===== src/rtl/cpuex_pkg.sv =====
`timescale 1ns / 1ps
// ----------------------------------------------------------------------------
// cpuex_pkg: shared types and operation codes
// Operation numbering and flag positions for the 8-bit CPU execute unit.
// ----------------------------------------------------------------------------
package cpuex_pkg;

  typedef enum logic [5:0] {
    OP_LDA = 6'd0,  OP_LDX = 6'd1,  OP_LDY = 6'd2,  OP_STA = 6'd3,
    OP_STX = 6'd4,  OP_STY = 6'd5,  OP_ORA = 6'd6,  OP_AND = 6'd7,
    OP_EOR = 6'd8,  OP_ADC = 6'd9,  OP_SBC = 6'd10, OP_CMP = 6'd11,
    OP_CPX = 6'd12, OP_CPY = 6'd13, OP_BIT = 6'd14, OP_ASL = 6'd15,
    OP_LSR = 6'd16, OP_ROL = 6'd17, OP_ROR = 6'd18, OP_INC = 6'd19,
    OP_DEC = 6'd20, OP_INX = 6'd21, OP_INY = 6'd22, OP_DEX = 6'd23,
    OP_DEY = 6'd24, OP_TAX = 6'd25, OP_TAY = 6'd26, OP_TXA = 6'd27,
    OP_TYA = 6'd28, OP_CLC = 6'd29, OP_SEC = 6'd30, OP_CLI = 6'd31,
    OP_SEI = 6'd32, OP_CLD = 6'd33, OP_SED = 6'd34, OP_CLV = 6'd35,
    OP_PHA = 6'd36, OP_PLA = 6'd37, OP_PHP = 6'd38, OP_PLP = 6'd39,
    OP_BPL = 6'd40, OP_BMI = 6'd41, OP_BVC = 6'd42, OP_BVS = 6'd43,
    OP_BCC = 6'd44, OP_BCS = 6'd45, OP_BNE = 6'd46, OP_BEQ = 6'd47
  } op_t;

  localparam int FC = 0;
  localparam int FZ = 1;
  localparam int FI = 2;
  localparam int FD = 3;
  localparam int FB = 4;
  localparam int FU = 5;
  localparam int FV = 6;
  localparam int FN = 7;

  localparam logic [7:0] STATUS_RESET = 8'h24;

  typedef struct packed {
    logic [7:0] a;
    logic [7:0] x;
    logic [7:0] y;
    logic [7:0] p;
  } regs_t;

  typedef struct packed {
    logic [7:0] wdata;
    logic       wen;
    logic       taken;
  } side_t;

endpackage


===== src/rtl/cpuex_alu.sv =====
`timescale 1ns / 1ps
// ----------------------------------------------------------------------------
// cpuex_alu: single-pass operation logic
// Computes next A, X, Y, P plus store data and branch outcome for one request.
// ----------------------------------------------------------------------------
module cpuex_alu (
  input  logic [5:0]       mode,
  input  logic [7:0]       operand,
  input  logic             to_memory,
  input  cpuex_pkg::regs_t cur,
  output cpuex_pkg::regs_t nxt,
  output cpuex_pkg::side_t side
);

  logic [7:0] m_add;
  logic [8:0] sum;
  logic [8:0] diff_src;
  logic [7:0] cmp_reg;
  logic [8:0] cmp_diff;
  logic [7:0] sh_in;
  logic [7:0] sh_out;
  logic       sh_c;
  logic [7:0] nz_val;
  logic       nz_en;

  always_comb begin
    m_add  = (mode == cpuex_pkg::OP_SBC) ? ~operand : operand;
    sum    = {1'b0, cur.a} + {1'b0, m_add} + {8'd0, cur.p[cpuex_pkg::FC]};
    case (mode)
      cpuex_pkg::OP_CPX: cmp_reg = cur.x;
      cpuex_pkg::OP_CPY: cmp_reg = cur.y;
      default:           cmp_reg = cur.a;
    endcase
    diff_src = {1'b0, cmp_reg};
    cmp_diff = diff_src - {1'b0, operand};
    sh_in  = to_memory ? operand : cur.a;
    case (mode)
      cpuex_pkg::OP_ASL: begin sh_out = {sh_in[6:0], 1'b0}; sh_c = sh_in[7]; end
      cpuex_pkg::OP_LSR: begin sh_out = {1'b0, sh_in[7:1]}; sh_c = sh_in[0]; end
      cpuex_pkg::OP_ROL: begin
        sh_out = {sh_in[6:0], cur.p[cpuex_pkg::FC]}; sh_c = sh_in[7];
      end
      default: begin sh_out = {cur.p[cpuex_pkg::FC], sh_in[7:1]}; sh_c = sh_in[0]; end
    endcase

    nxt    = cur;
    side   = '0;
    nz_val = 8'd0;
    nz_en  = 1'b0;
    case (mode)
      cpuex_pkg::OP_LDA, cpuex_pkg::OP_PLA: begin
        nxt.a = operand; nz_val = operand; nz_en = 1'b1;
      end
      cpuex_pkg::OP_LDX: begin nxt.x = operand; nz_val = operand; nz_en = 1'b1; end
      cpuex_pkg::OP_LDY: begin nxt.y = operand; nz_val = operand; nz_en = 1'b1; end
      cpuex_pkg::OP_STA, cpuex_pkg::OP_PHA: begin side.wdata = cur.a; side.wen = 1'b1; end
      cpuex_pkg::OP_STX: begin side.wdata = cur.x; side.wen = 1'b1; end
      cpuex_pkg::OP_STY: begin side.wdata = cur.y; side.wen = 1'b1; end
      cpuex_pkg::OP_ORA: begin nxt.a = cur.a | operand; nz_val = nxt.a; nz_en = 1'b1; end
      cpuex_pkg::OP_AND: begin nxt.a = cur.a & operand; nz_val = nxt.a; nz_en = 1'b1; end
      cpuex_pkg::OP_EOR: begin nxt.a = cur.a ^ operand; nz_val = nxt.a; nz_en = 1'b1; end
      cpuex_pkg::OP_ADC, cpuex_pkg::OP_SBC: begin
        nxt.a = sum[7:0];
        nxt.p[cpuex_pkg::FC] = sum[8];
        nxt.p[cpuex_pkg::FV] = ~(cur.a[7] ^ m_add[7]) & (cur.a[7] ^ sum[7]);
        nz_val = sum[7:0]; nz_en = 1'b1;
      end
      cpuex_pkg::OP_CMP, cpuex_pkg::OP_CPX, cpuex_pkg::OP_CPY: begin
        nxt.p[cpuex_pkg::FC] = ~cmp_diff[8];
        nz_val = cmp_diff[7:0]; nz_en = 1'b1;
      end
      cpuex_pkg::OP_BIT: begin
        nxt.p[cpuex_pkg::FZ] = ((cur.a & operand) == 8'd0);
        nxt.p[cpuex_pkg::FN] = operand[7];
        nxt.p[cpuex_pkg::FV] = operand[6];
      end
      cpuex_pkg::OP_ASL, cpuex_pkg::OP_LSR, cpuex_pkg::OP_ROL, cpuex_pkg::OP_ROR: begin
        nxt.p[cpuex_pkg::FC] = sh_c;
        nz_val = sh_out; nz_en = 1'b1;
        if (to_memory) begin
          side.wdata = sh_out; side.wen = 1'b1;
        end else begin
          nxt.a = sh_out;
        end
      end
      cpuex_pkg::OP_INC: begin
        side.wdata = operand + 8'd1; side.wen = 1'b1; nz_val = side.wdata; nz_en = 1'b1;
      end
      cpuex_pkg::OP_DEC: begin
        side.wdata = operand - 8'd1; side.wen = 1'b1; nz_val = side.wdata; nz_en = 1'b1;
      end
      cpuex_pkg::OP_INX: begin nxt.x = cur.x + 8'd1; nz_val = nxt.x; nz_en = 1'b1; end
      cpuex_pkg::OP_INY: begin nxt.y = cur.y + 8'd1; nz_val = nxt.y; nz_en = 1'b1; end
      cpuex_pkg::OP_DEX: begin nxt.x = cur.x - 8'd1; nz_val = nxt.x; nz_en = 1'b1; end
      cpuex_pkg::OP_DEY: begin nxt.y = cur.y - 8'd1; nz_val = nxt.y; nz_en = 1'b1; end
      cpuex_pkg::OP_TAX: begin nxt.x = cur.a; nz_val = cur.a; nz_en = 1'b1; end
      cpuex_pkg::OP_TAY: begin nxt.y = cur.a; nz_val = cur.a; nz_en = 1'b1; end
      cpuex_pkg::OP_TXA: begin nxt.a = cur.x; nz_val = cur.x; nz_en = 1'b1; end
      cpuex_pkg::OP_TYA: begin nxt.a = cur.y; nz_val = cur.y; nz_en = 1'b1; end
      cpuex_pkg::OP_CLC: nxt.p[cpuex_pkg::FC] = 1'b0;
      cpuex_pkg::OP_SEC: nxt.p[cpuex_pkg::FC] = 1'b1;
      cpuex_pkg::OP_CLI: nxt.p[cpuex_pkg::FI] = 1'b0;
      cpuex_pkg::OP_SEI: nxt.p[cpuex_pkg::FI] = 1'b1;
      cpuex_pkg::OP_CLD: nxt.p[cpuex_pkg::FD] = 1'b0;
      cpuex_pkg::OP_SED: nxt.p[cpuex_pkg::FD] = 1'b1;
      cpuex_pkg::OP_CLV: nxt.p[cpuex_pkg::FV] = 1'b0;
      cpuex_pkg::OP_PHP: begin
        side.wdata = cur.p;
        side.wdata[cpuex_pkg::FB] = 1'b1;
        side.wdata[cpuex_pkg::FU] = 1'b1;
        side.wen = 1'b1;
      end
      cpuex_pkg::OP_PLP: begin
        nxt.p = operand;
        nxt.p[cpuex_pkg::FB] = 1'b0;
        nxt.p[cpuex_pkg::FU] = 1'b1;
      end
      cpuex_pkg::OP_BPL: side.taken = ~cur.p[cpuex_pkg::FN];
      cpuex_pkg::OP_BMI: side.taken =  cur.p[cpuex_pkg::FN];
      cpuex_pkg::OP_BVC: side.taken = ~cur.p[cpuex_pkg::FV];
      cpuex_pkg::OP_BVS: side.taken =  cur.p[cpuex_pkg::FV];
      cpuex_pkg::OP_BCC: side.taken = ~cur.p[cpuex_pkg::FC];
      cpuex_pkg::OP_BCS: side.taken =  cur.p[cpuex_pkg::FC];
      cpuex_pkg::OP_BNE: side.taken = ~cur.p[cpuex_pkg::FZ];
      cpuex_pkg::OP_BEQ: side.taken =  cur.p[cpuex_pkg::FZ];
      default: ;
    endcase
    if (nz_en) begin
      nxt.p[cpuex_pkg::FN] = nz_val[7];
      nxt.p[cpuex_pkg::FZ] = (nz_val == 8'd0);
    end
  end

endmodule


===== src/rtl/eight_bit_cpu_execute_unit_core.sv =====
`timescale 1ns / 1ps
// Result: the outcome of an accepted request is captured in the result register.
// Throughput: one request per cycle unless stalled; the architectural registers are
// updated at acceptance, so the next request sees them directly.
// Stall: a full result register with out_tready low holds in_tready low.
// Reset: A, X, Y cleared, status 0x24, result register empty.
// ----------------------------------------------------------------------------
// eight_bit_cpu_execute_unit_core: 8-bit CPU execute unit top level
// Register file plus result register around the single-pass ALU.
// ----------------------------------------------------------------------------
module eight_bit_cpu_execute_unit_core (
  input  logic        clk,
  input  logic        rst_n,
  input  logic        in_tvalid,
  output logic        in_tready,
  input  logic [15:0] in_tdata,   // mode[5:0], operand[13:6], to_memory[14], zero[15]
  output logic        out_tvalid,
  input  logic        out_tready,
  output logic [47:0] out_tdata   // write_data, write_enable, branch_taken, acc,
                                  // index_x, index_y, status, zero pad[47:42]
);

  cpuex_pkg::regs_t regs_r;
  cpuex_pkg::regs_t regs_nxt;
  cpuex_pkg::side_t side;
  logic             acc_in;
  logic             vld_r;
  logic [41:0]      res_r;

  cpuex_alu u_alu (
    .mode      (in_tdata[5:0]),
    .operand   (in_tdata[13:6]),
    .to_memory (in_tdata[14]),
    .cur       (regs_r),
    .nxt       (regs_nxt),
    .side      (side)
  );

  assign in_tready = ~vld_r | out_tready;
  assign acc_in    = in_tvalid & in_tready;

  always_ff @(posedge clk) begin
    if (!rst_n) begin
      regs_r   <= {24'd0, cpuex_pkg::STATUS_RESET};
      vld_r    <= 1'b0;
    end else begin
      if (acc_in) begin
        regs_r <= regs_nxt;
      end
      if (in_tready) begin
        vld_r <= in_tvalid;
      end
    end
  end

  always_ff @(posedge clk) begin
    if (acc_in) begin
      res_r <= {regs_nxt.p, regs_nxt.y, regs_nxt.x, regs_nxt.a,
                side.taken, side.wen, side.wdata};
    end
  end

  assign out_tvalid = vld_r;
  assign out_tdata  = {6'd0, res_r};

endmodule


===== config.mk =====
export PLATFORM = sky130hd
export DESIGN_NAME = eight_bit_cpu_execute_unit_core
export DESIGN_NICKNAME = d
export VERILOG_FILES = /design/src/rtl/cpuex_pkg.sv /design/src/rtl/cpuex_alu.sv /design/src/rtl/eight_bit_cpu_execute_unit_core.sv
export SDC_FILE = /design/constraint.sdc
export NUM_CORES = 1
export LEC_CHECK = 0
export ABC_AREA = 1
export BUFFER_PORTS_ARGS = -buffer_cell sky130_fd_sc_hd__buf_2
export CAP_MARGIN = 20
export CORE_ASPECT_RATIO = 1.1
export CORE_MARGIN = 5
export CORE_UTILIZATION = 40
export CTS_BUF_LIST = sky130_fd_sc_hd__clkbuf_4 sky130_fd_sc_hd__clkbuf_8
export DETAILED_ROUTE_END_ITERATION = 16
export PLACE_DENSITY_LB_ADDON = 0.1
export RECOVER_POWER = 50
export SYNTH_ARGS = -nofsm -noshare
export SYNTH_HDL_FRONTEND = slang
export SYNTH_SLANG_ARGS = --single-unit

===== constraint.sdc =====
create_clock -name clk -period 3.6 [get_ports clk]
set_input_delay 0.72 -clock clk [delete_from_list [all_inputs] [get_ports clk]]
set_output_delay 0.72 -clock clk [all_outputs]
set_load 0.05 [all_outputs]

==> results of run 1 <==
-- worst max-delay path: cells and delay by family --
family / cells / cell delay (ns)
simple gates: 14 / 1.45
buf+inv: 3 / 0.34
xor+xnor: 1 / 0.14
compound gates: 1 / 0.15
fa+ha+maj: 2 / 0.87
-- timing repair --
| item | CTS | global route |
|---|---|---|
| resized for setup | 0 | 2 |
| endpoints found under the setup margin | 0 | 4 |
| setup buffers | 0 | 0 |
-- routing by layer --
layer / vias to the layer above / wire (um) / track usage, %
li1: 4148 / - / -
met1: 4020 / 14100 / 40.5
met2: 439 / 14900 / 49.2
met3: 115 / 2820 / 6.79
met4: 4 / 1910 / 14.8
met5: - / 21 / 0
-- sequential cells by signal (all words and copies together), names as in the netlist --
name and flops:
out_tvalid 1, regs_r 32, res_r 42
-- metrics by stage --
| stage | cell area (um^2) | instances | total power, mW | setup TNS, ns | setup WS (ns) |
|---|---|---|---|---|---|
| global route | 8720 | 1545 | 3.03 | 0 | 0.00778 |
| global placement | 8550 | 1530 | 2.09 | -0.329 | -0.0926 |
| detailed placement | 8550 | 1530 | 2.09 | -0.698 | -0.191 |
| finish | 8720 | 1545 | 2.88 | 0 | 0.237 |
| CTS | 8780 | 1545 | 2.90 | 0 | 0.173 |
| floorplan | 7350 | 1166 | 1.71 | 0 | 0.0867 |
-- cells in the mapped netlist (2+ instances only) --
| cell | instances |
|---|---|
| nand2_1 | 287 |
| inv_1 | 159 |
| nor2_1 | 121 |
| nand3_1 | 115 |
| o21ai_0 | 92 |
| a21oi_1 | 58 |
| edfxtp_1 | 42 |
| ha_1 | 38 |
| dfxtp_1 | 33 |
| nand4_1 | 29 |
| clkbuf_1 | 20 |
| o22ai_1 | 19 |
| nor3_1 | 15 |
| a22oi_1 | 12 |
| xor2_1 | 12 |
| nor2_2 | 9 |
| buf_4 | 8 |
| o211ai_1 | 8 |
| buf_2 | 7 |
| nand3b_1 | 7 |
| clkinv_1 | 6 |
| inv_2 | 6 |
| o2111ai_1 | 6 |
| o21ai_1 | 6 |
| nor2_4 | 5 |
| a221oi_1 | 4 |
| nand2_2 | 4 |
| nand3_2 | 4 |
| nor4_1 | 4 |
| fa_1 | 3 |
| a211oi_1 | 2 |
| o21bai_1 | 2 |
| o31ai_1 | 2 |
-- power groups by stage --
stage | clock, mW | combinational (mW) | sequential [mW]
finish | 0.798 | 1.04 | 1.04
global route | 0.851 | 1.13 | 1.05
CTS | 0.818 | 1.04 | 1.04
detailed placement | 0 | 1.03 | 1.06
global placement | 0 | 1.03 | 1.06
floorplan | 0 | 0.520 | 1.19
-- layout make-up --
cell class                 instances  area (um^2)
inverter                         171          642
sequential                        75         1920
fill                            2007         9490
tap                              243          304
multi-input combinational        883         4600
clock inverter                     5          104
clock buffer                      10          131
timing repair buffer             158         1020
-- final timing paths --
kind / to / cells after the start / slack, ns
setup reg to reg: regs_r[1]$_SDFFE_PN0P_ / 15 / 0.57
hold / removal: regs_r[5]$_SDFFE_PN1P_ / 2 / 0.44
setup / recovery: regs_r[1]$_SDFFE_PN0P_ / 21 / 0.24
hold reg to reg: regs_r[5]$_SDFFE_PN1P_ / 2 / 0.44
-- cells by family (layout without fill, tap and decap cells) --
kind of cell | Yosys count | count (layout) | synth area share [%]
XOR/XNOR | 13 | 13 | 1.55
other | 1 | 6 | 0.0512
AND/OR/NAND/NOR | 604 | 604 | 36.5
buffers and inverters | 208 | 344 | 11.3
AO/OA/AOI/OAI | 219 | 219 | 17.1
adder cells (fa/ha/maj) | 41 | 41 | 7.31
flip-flops | 75 | 75 | 26.2
==> results.md, run 1 <==
- Result of the run: finished, final reports clean
- Top-Level Pins: 70
- 1st-iter DRT viols: 951
- Core area: 0.0182 mm^2
- Total gr overflow: 0
- CTS H-tree depth: 3
- Crit share post-route: 93.4%
- Worst reg2reg startpoint: regs_r[0]$_SDFFE_PN0P_
- Util after Layout: 47.9%
- Pwr dens: 330 mW/mm^2
- Worst path required time: 3.90 ns
- Flop pwr share: 36.2%
- Number of synthesized flops with an enable pin: 42
- NumNets Final: 1359
- Total wire length: 33800 um
- Detailed Place HPWL: 27200 um
- Crit-path max cell delay: 0.45 ns
- Max Slew Vio Count: 0
- Tmin final: 3.36 ns
- CP Class: primary input to flop
- GP Congestion: 1.03
- Clk Latency, worst-skew pair: 0.38 ns
- CTS clk-pin slew, worst paths: 0.09 ns
- Clk pwr share: 27.7%
- Setup crit end kind: flop
- Chip height: 152 um
- Most used DFF post-synth: edfxtp_1
- Maximum VDD drop: 0.179 mV
- Most frequent cells in the layout: nand2_1, inv_1, nor2_1, nand3_1
- Vias in the first global route: 8091
- Detailed-router iteration count before antenna repair: 6
- Antenna violations before repair: 2
- FP Rows: 52
- Final setup viols: 0
- Clock buffer depth: 2
- Synth Area per Inst: 6.31 um^2
- Switching share of power: 39.2%
- Pleak: 4.34 nW
- CTS buffer count: 9
- Logic pwr share: 36.1%
- GR Util All Layers: 31.1%
- I/O Buffers: 62
- First-pass GRT wire length: 50300 um
- Area delta synth->final: 19.1%
- Hold Vio Cnt, Final: 0
- CP Launch Point: in_tdata[0]
- Min Hold Slack: 0.440 ns
- TritonCTS clock tree: built
- HP Start: regs_r[5]$_SDFFE_PN1P_
- Fmax: 0.297 GHz
- Rel. slew slack: 31.7%
- Register bit count reported by yosys: 75
- CP cell instances: buf_2 > inv_2 > nand2_1 > nor2_2 > buf_4 > nand2_8 > xor2_1 > fa_1 > fa_1 > nand3b_1 > nand2_1 > nand2_1 > nand2_1 > nand2_1 > nand2_1 > nand2_1 > nand3_1 > nand3_1 > nor2_1 > nand4_1 > a21oi_1
- Worst path most repeated cell: nand2_1
- Share of post-route cells with drive strength above 1: 12.1%
- Worst-margin pin slew: 1.02 ns
- RSZ-0062 raised after global routing: no
- DRT antenna net count: 0
- Initial Utilization: 40.2%
- Synth area leaders: edfxtp_1, nand2_1, dfxtp_1
- Post-synth ARST share: 0%
- Via count: 8726
- P_sw: 1.13 mW
- Post-synth top area share: 17.2%
- Root Driver: clkbuf_8
- Vias per std cell: 5.65
- Yosys warns: 0
- Syn Std Cell Area: 0.00733 mm^2
- Slowest library cell on the worst path: fa_1
- CP arrival: 3.67 ns
- Hold WC Path Type: flop to flop
- WL/cell: 21.9 um
- Cts hold-fix bufs: 0
- CP startpoint kind: primary input
- Ant. Diodes: 0
- Largest net degree at the start of global routing: 40
- Internal power: 1.75 mW
- Post-synthesis sequential area ratio: 26.2%
- Die area: 0.0211 mm^2
- Leading cell type in the layout, fill and taps excluded: nand2_1
- Die width: 139 um
- Area leader, netlist: edfxtp_1
- Synth unique cells: 49
- Synth Instances: 1161
- # DRC: 0
- Clock net sink count: 75
- CP Max Fanout: 4
- Clock skew: 0.0198 ns
- Max cap viols: 0
No activity file was read; power rests on OpenSTA's default activity.
==> run 2, diff against run 1 <==
Settings changed: BUFFER_PORTS_ARGS -buffer_cell sky130_fd_sc_hd__buf_2 to -buffer_cell sky130_fd_sc_hd__buf_4, SYNTH_HIERARCHICAL from default to 1.
==> results.md, run 2 <==
- Critical path's top delay family: simple AND/OR/NAND/NOR gates
- Number of synthesized flops with an enable pin: 42 (unchanged)
- Post-synth ARST share: 0% (unchanged)
- Hold Vio Cnt, Final: 0 (unchanged)
- CTS clk-pin slew, worst paths: 0.09 ns (about the same)
- Placed Cells: 1591 (+4.0%)
- DRT antenna net count: 0 (unchanged)
- Worst reg-to-reg setup slack: 0.50 ns (-0.07 ns)
- Worst path most repeated cell: nand2_1
- Clock skew: 0.0120 ns (-0.00773 ns)
- Synth Instances: 1236 (+6.5%)
- Rel. slew slack: 6.17% (-26 points)
- Tmin final: 3.43 ns (+0.0625 ns)
- Largest family of logic cells by synthesized area: simple AND/OR/NAND/NOR gates
- Crit-path max cell delay: 0.41 ns (-0.04 ns)
- Most frequent cell after synthesis: nand2_1
- WL/cell: 23.1 um (+5.6%)
- Reg2Reg Depth: 17 (+2)
- Area leader, netlist: nand2_1
- CTS H-tree depth: 3 (unchanged)
- Root Driver: clkbuf_8
- I/O Buffers: 62 (unchanged)
- CP Depth: 20 (-4.8%)
- Syn Std Cell Area: 0.00777 mm^2 (+6.0%)
- Maximum VDD drop: 0.213 mV (+19%)
- Max FFs per register: 42 (unchanged)
- Max cap viols: 0 (unchanged)
- Synth Area per Inst: 6.28 um^2 (-0.42%)
- Vias per std cell: 5.72 (+1.3%)
- Core area: 0.0191 mm^2 (+4.8%)
- Leading cell type in the layout, fill and taps excluded: nand2_1
- Die width: 143 um (+2.7%)
- Crit share post-route: 95.2% (+1.7 points)
- CP Max Fanout: 5 (+1)
- Synth Area in Compound Gates: 13.7% (-3.4 points)
- Post-synthesis sequential area ratio: 24.7% (-1.5 points)
- Post-Synth Simple-Gate Area: 41.3% (+4.8 points)
- Worst path required time: 3.91 ns (about the same)
- PnR worst setup slack: 0.174 ns (-0.0625 ns)
- FP Rows: 53 (+1.9%)
- XOR/XNOR Fraction of Synth Area: 1.47% (-0.088 points)
- Multiplexer share of the synthesized area: 0% (unchanged)
- Met2 Routed Length: 16600 um (+11%)
- Setup crit end kind: flop
- Ant. Diodes: 0 (unchanged)
- GR Util All Layers: 32.9% (+1.7 points)
- CP arrival: 3.74 ns (+0.07 ns)
- Total Power: 2.81 mW (-2.4%)
- Slowest library cell on the worst path: fa_2
- Via count: 9226 (+5.7%)
- Top-Level Pins: 70 (unchanged)
- Largest net degree at the start of global routing: 65 (+63%)
- Synth top cells by count: nand2_1, nor2_1, inv_1
- CP Launch Point: in_tdata[4]
- Total wire length: 37300 um (+10%)
- 1st-iter DRT viols: 995 (+4.6%)
- Result of the run: finished, final reports clean
- Final std cells w/o fill: 1613 (+4.4%)
- CP cell instances: buf_4 > nor2_4 > nand2_8 > xor2_1 > fa_2 > fa_2 > buf_6 > o21ai_4 > nand2_2 > nand2_1 > nand2_2 > nand3_2 > nand2_1 > nor2_2 > nand4_1 > nor3_2 > inv_1 > nand3_1 > nand2_1 > nor2_1
- Max Slew Vio Count: 0 (unchanged)
- Post-synth top area share: 16.5% (-0.73 points)
- Hold depth: 2 (unchanged)
- First-pass GRT wire length: 53700 um (+6.8%)
- Setup crit end: regs_r[1]$_SDFFE_PN0P_
- Share of post-route cells with drive strength above 1: 15.4% (+3.3 points)
- Setup TNS: 0 ns (unchanged)
- Yosys warns: 6 (+6)
- Vias in the first global route: 8521 (+5.3%)
- Fmax: 0.292 GHz (-1.8%)
- Register bit count reported by yosys: 75 (unchanged)
- FF-to-FF End: regs_r[1]$_SDFFE_PN0P_
- Util after Layout: 47.9% (about the same)
- Pwr dens: 307 mW/mm^2 (-7.0%)
- Met1 Routed Length: 14900 um (+5.2%)
- Synth area leaders: nand2_1, edfxtp_1, nand3_1
- Most frequent cells in the layout: nand2_1, inv_1, nor2_1, nand3_1, buf_4
- Detailed-router iteration count before antenna repair: 6 (unchanged)
- CP startpoint kind: primary input
- Pre-CTS WS: -0.418 ns (-0.227 ns)
- Final setup viols: 0 (unchanged)
- Cts hold-fix bufs: 0 (unchanged)
- Total gr overflow: 0 (unchanged)
- CP Class: primary input to flop
- Clock net sink count: 75 (unchanged)
- Clk Latency, worst-skew pair: 0.38 ns (about the same)
- TritonCTS clock tree: built
- Detailed Place HPWL: 29700 um (+9.0%)
- CTS buffer count: 9 (unchanged)
- Largest Register: res_r
- Chip height: 156 um (+2.8%)
- Clock buffer depth: 2 (unchanged)
- Antenna violations before repair: 1 (-1)
- Initial Utilization: 40.7% (+0.45 points)
- Worst-margin pin slew: 1.41 ns (+0.384 ns)
- Most used DFF post-synth: edfxtp_1
- Worst reg2reg startpoint: regs_r[19]$_SDFFE_PN0P_
- Met3 Wirelength: 3020 um (+7.1%)
- Area delta synth->final: 17.8%
- NumNets Final: 1422 (+4.6%)
- Synthesized-area fraction occupied by adder cells: 6.89% (-0.41 points)
- Die area: 0.0223 mm^2 (+5.6%)
- CP bufs+invs: 3 (unchanged)
- Hold WC Path Type: flop to flop
- GP Congestion: 1.09 (+5.7%)
- Pleak: 4.53 nW (+4.5%)
- Synth unique cells: 53 (+8.2%)
- Top routing layer in use: met5
- # DRC: 0 (unchanged)
## run 2: changes by cell type after synthesis, moves of 9 or more
cell      delta
o221ai_1    +10
nand2_1     +54
nor2_1      +32
buf_2       +13
nor3_1       -9
o21ai_0     -35
nand3_1     +28
o22ai_1     -11
## run 2: cells by family (layout without fill, tap and decap cells)
kind of cell	Yosys count	count (layout)
simple gates	723	723
buf+inv	210	335
compound gates	173	173
flops	75	75
fa+ha+maj	41	41
xor+xnor	13	13
other cells	1	6
## run 2: final cells by class
| cell class | instances | area (um^2) |
|---|---|---|
| Fill cell | 2117 | 9950 |
| Multi-Input combinational cell | 956 | 5080 |
| Sequential cell | 75 | 1920 |
| Timing Repair Buffer | 160 | 1050 |
| Inverter | 159 | 599 |
| Tap cell | 247 | 309 |
| Clock buffer | 9 | 124 |
| Clock inverter | 7 | 70.1 |
## run 2: worst min-delay path, cell delays in order (launching register included)
cell,delay [ns]
dfxtp_1,0.34
nand2_1,0.05
nand3_1,0.05
## run 2: metrics by stage
step / area [um^2] / hold WS (ns)
after floorplan: 7790 / 0.421
after global placement: 8930 / 0.432
after detailed placement: 8930 / 0.446
after CTS: 9130 / 0.471
after global routing: 9150 / 0.512
final: 9150 / 0.469
## run 2: how the worst min path moves through the flow
stage / slack (ns) / end / from
2_1_floorplan: 0.42 / regs_r[5]$_SDFFE_PN1P_ / regs_r[5]$_SDFFE_PN1P_
3_3_place_gp: 0.43 / regs_r[5]$_SDFFE_PN1P_ / regs_r[5]$_SDFFE_PN1P_
3_5_place_dp: 0.45 / regs_r[5]$_SDFFE_PN1P_ / regs_r[5]$_SDFFE_PN1P_
4_1_cts: 0.47 / regs_r[5]$_SDFFE_PN1P_ / regs_r[5]$_SDFFE_PN1P_
5_1_grt: 0.51 / regs_r[5]$_SDFFE_PN1P_ / regs_r[5]$_SDFFE_PN1P_
6_report: 0.47 / regs_r[5]$_SDFFE_PN1P_ / regs_r[5]$_SDFFE_PN1P_
## run 2: what timing repair did
action	in CTS	in global routing
setup endpoints to repair	1	3
pin swaps	0	20
hold endpoints to repair	0	0
setup buffers	0	6
resized for setup	1	41
## run 2: report_power, final
| group | internal, mW | total [mW] | switching [mW] |
|---|---|---|---|
| logic | 0.327 | 1.12 | 0.788 |
| clock network | 0.268 | 0.649 | 0.382 |
| registers | 0.989 | 1.05 | 0.0590 |
## run 2: layer usage
| metal | vias to the layer above | GRT usage (%) |
|---|---|---|
| met5 | - | 0 |
| met4 | 2 | 20.3 |
| met3 | 142 | 5.55 |
| met2 | 487 | 51.9 |
| met1 | 4227 | 41.7 |
| li1 | 4368 | - |
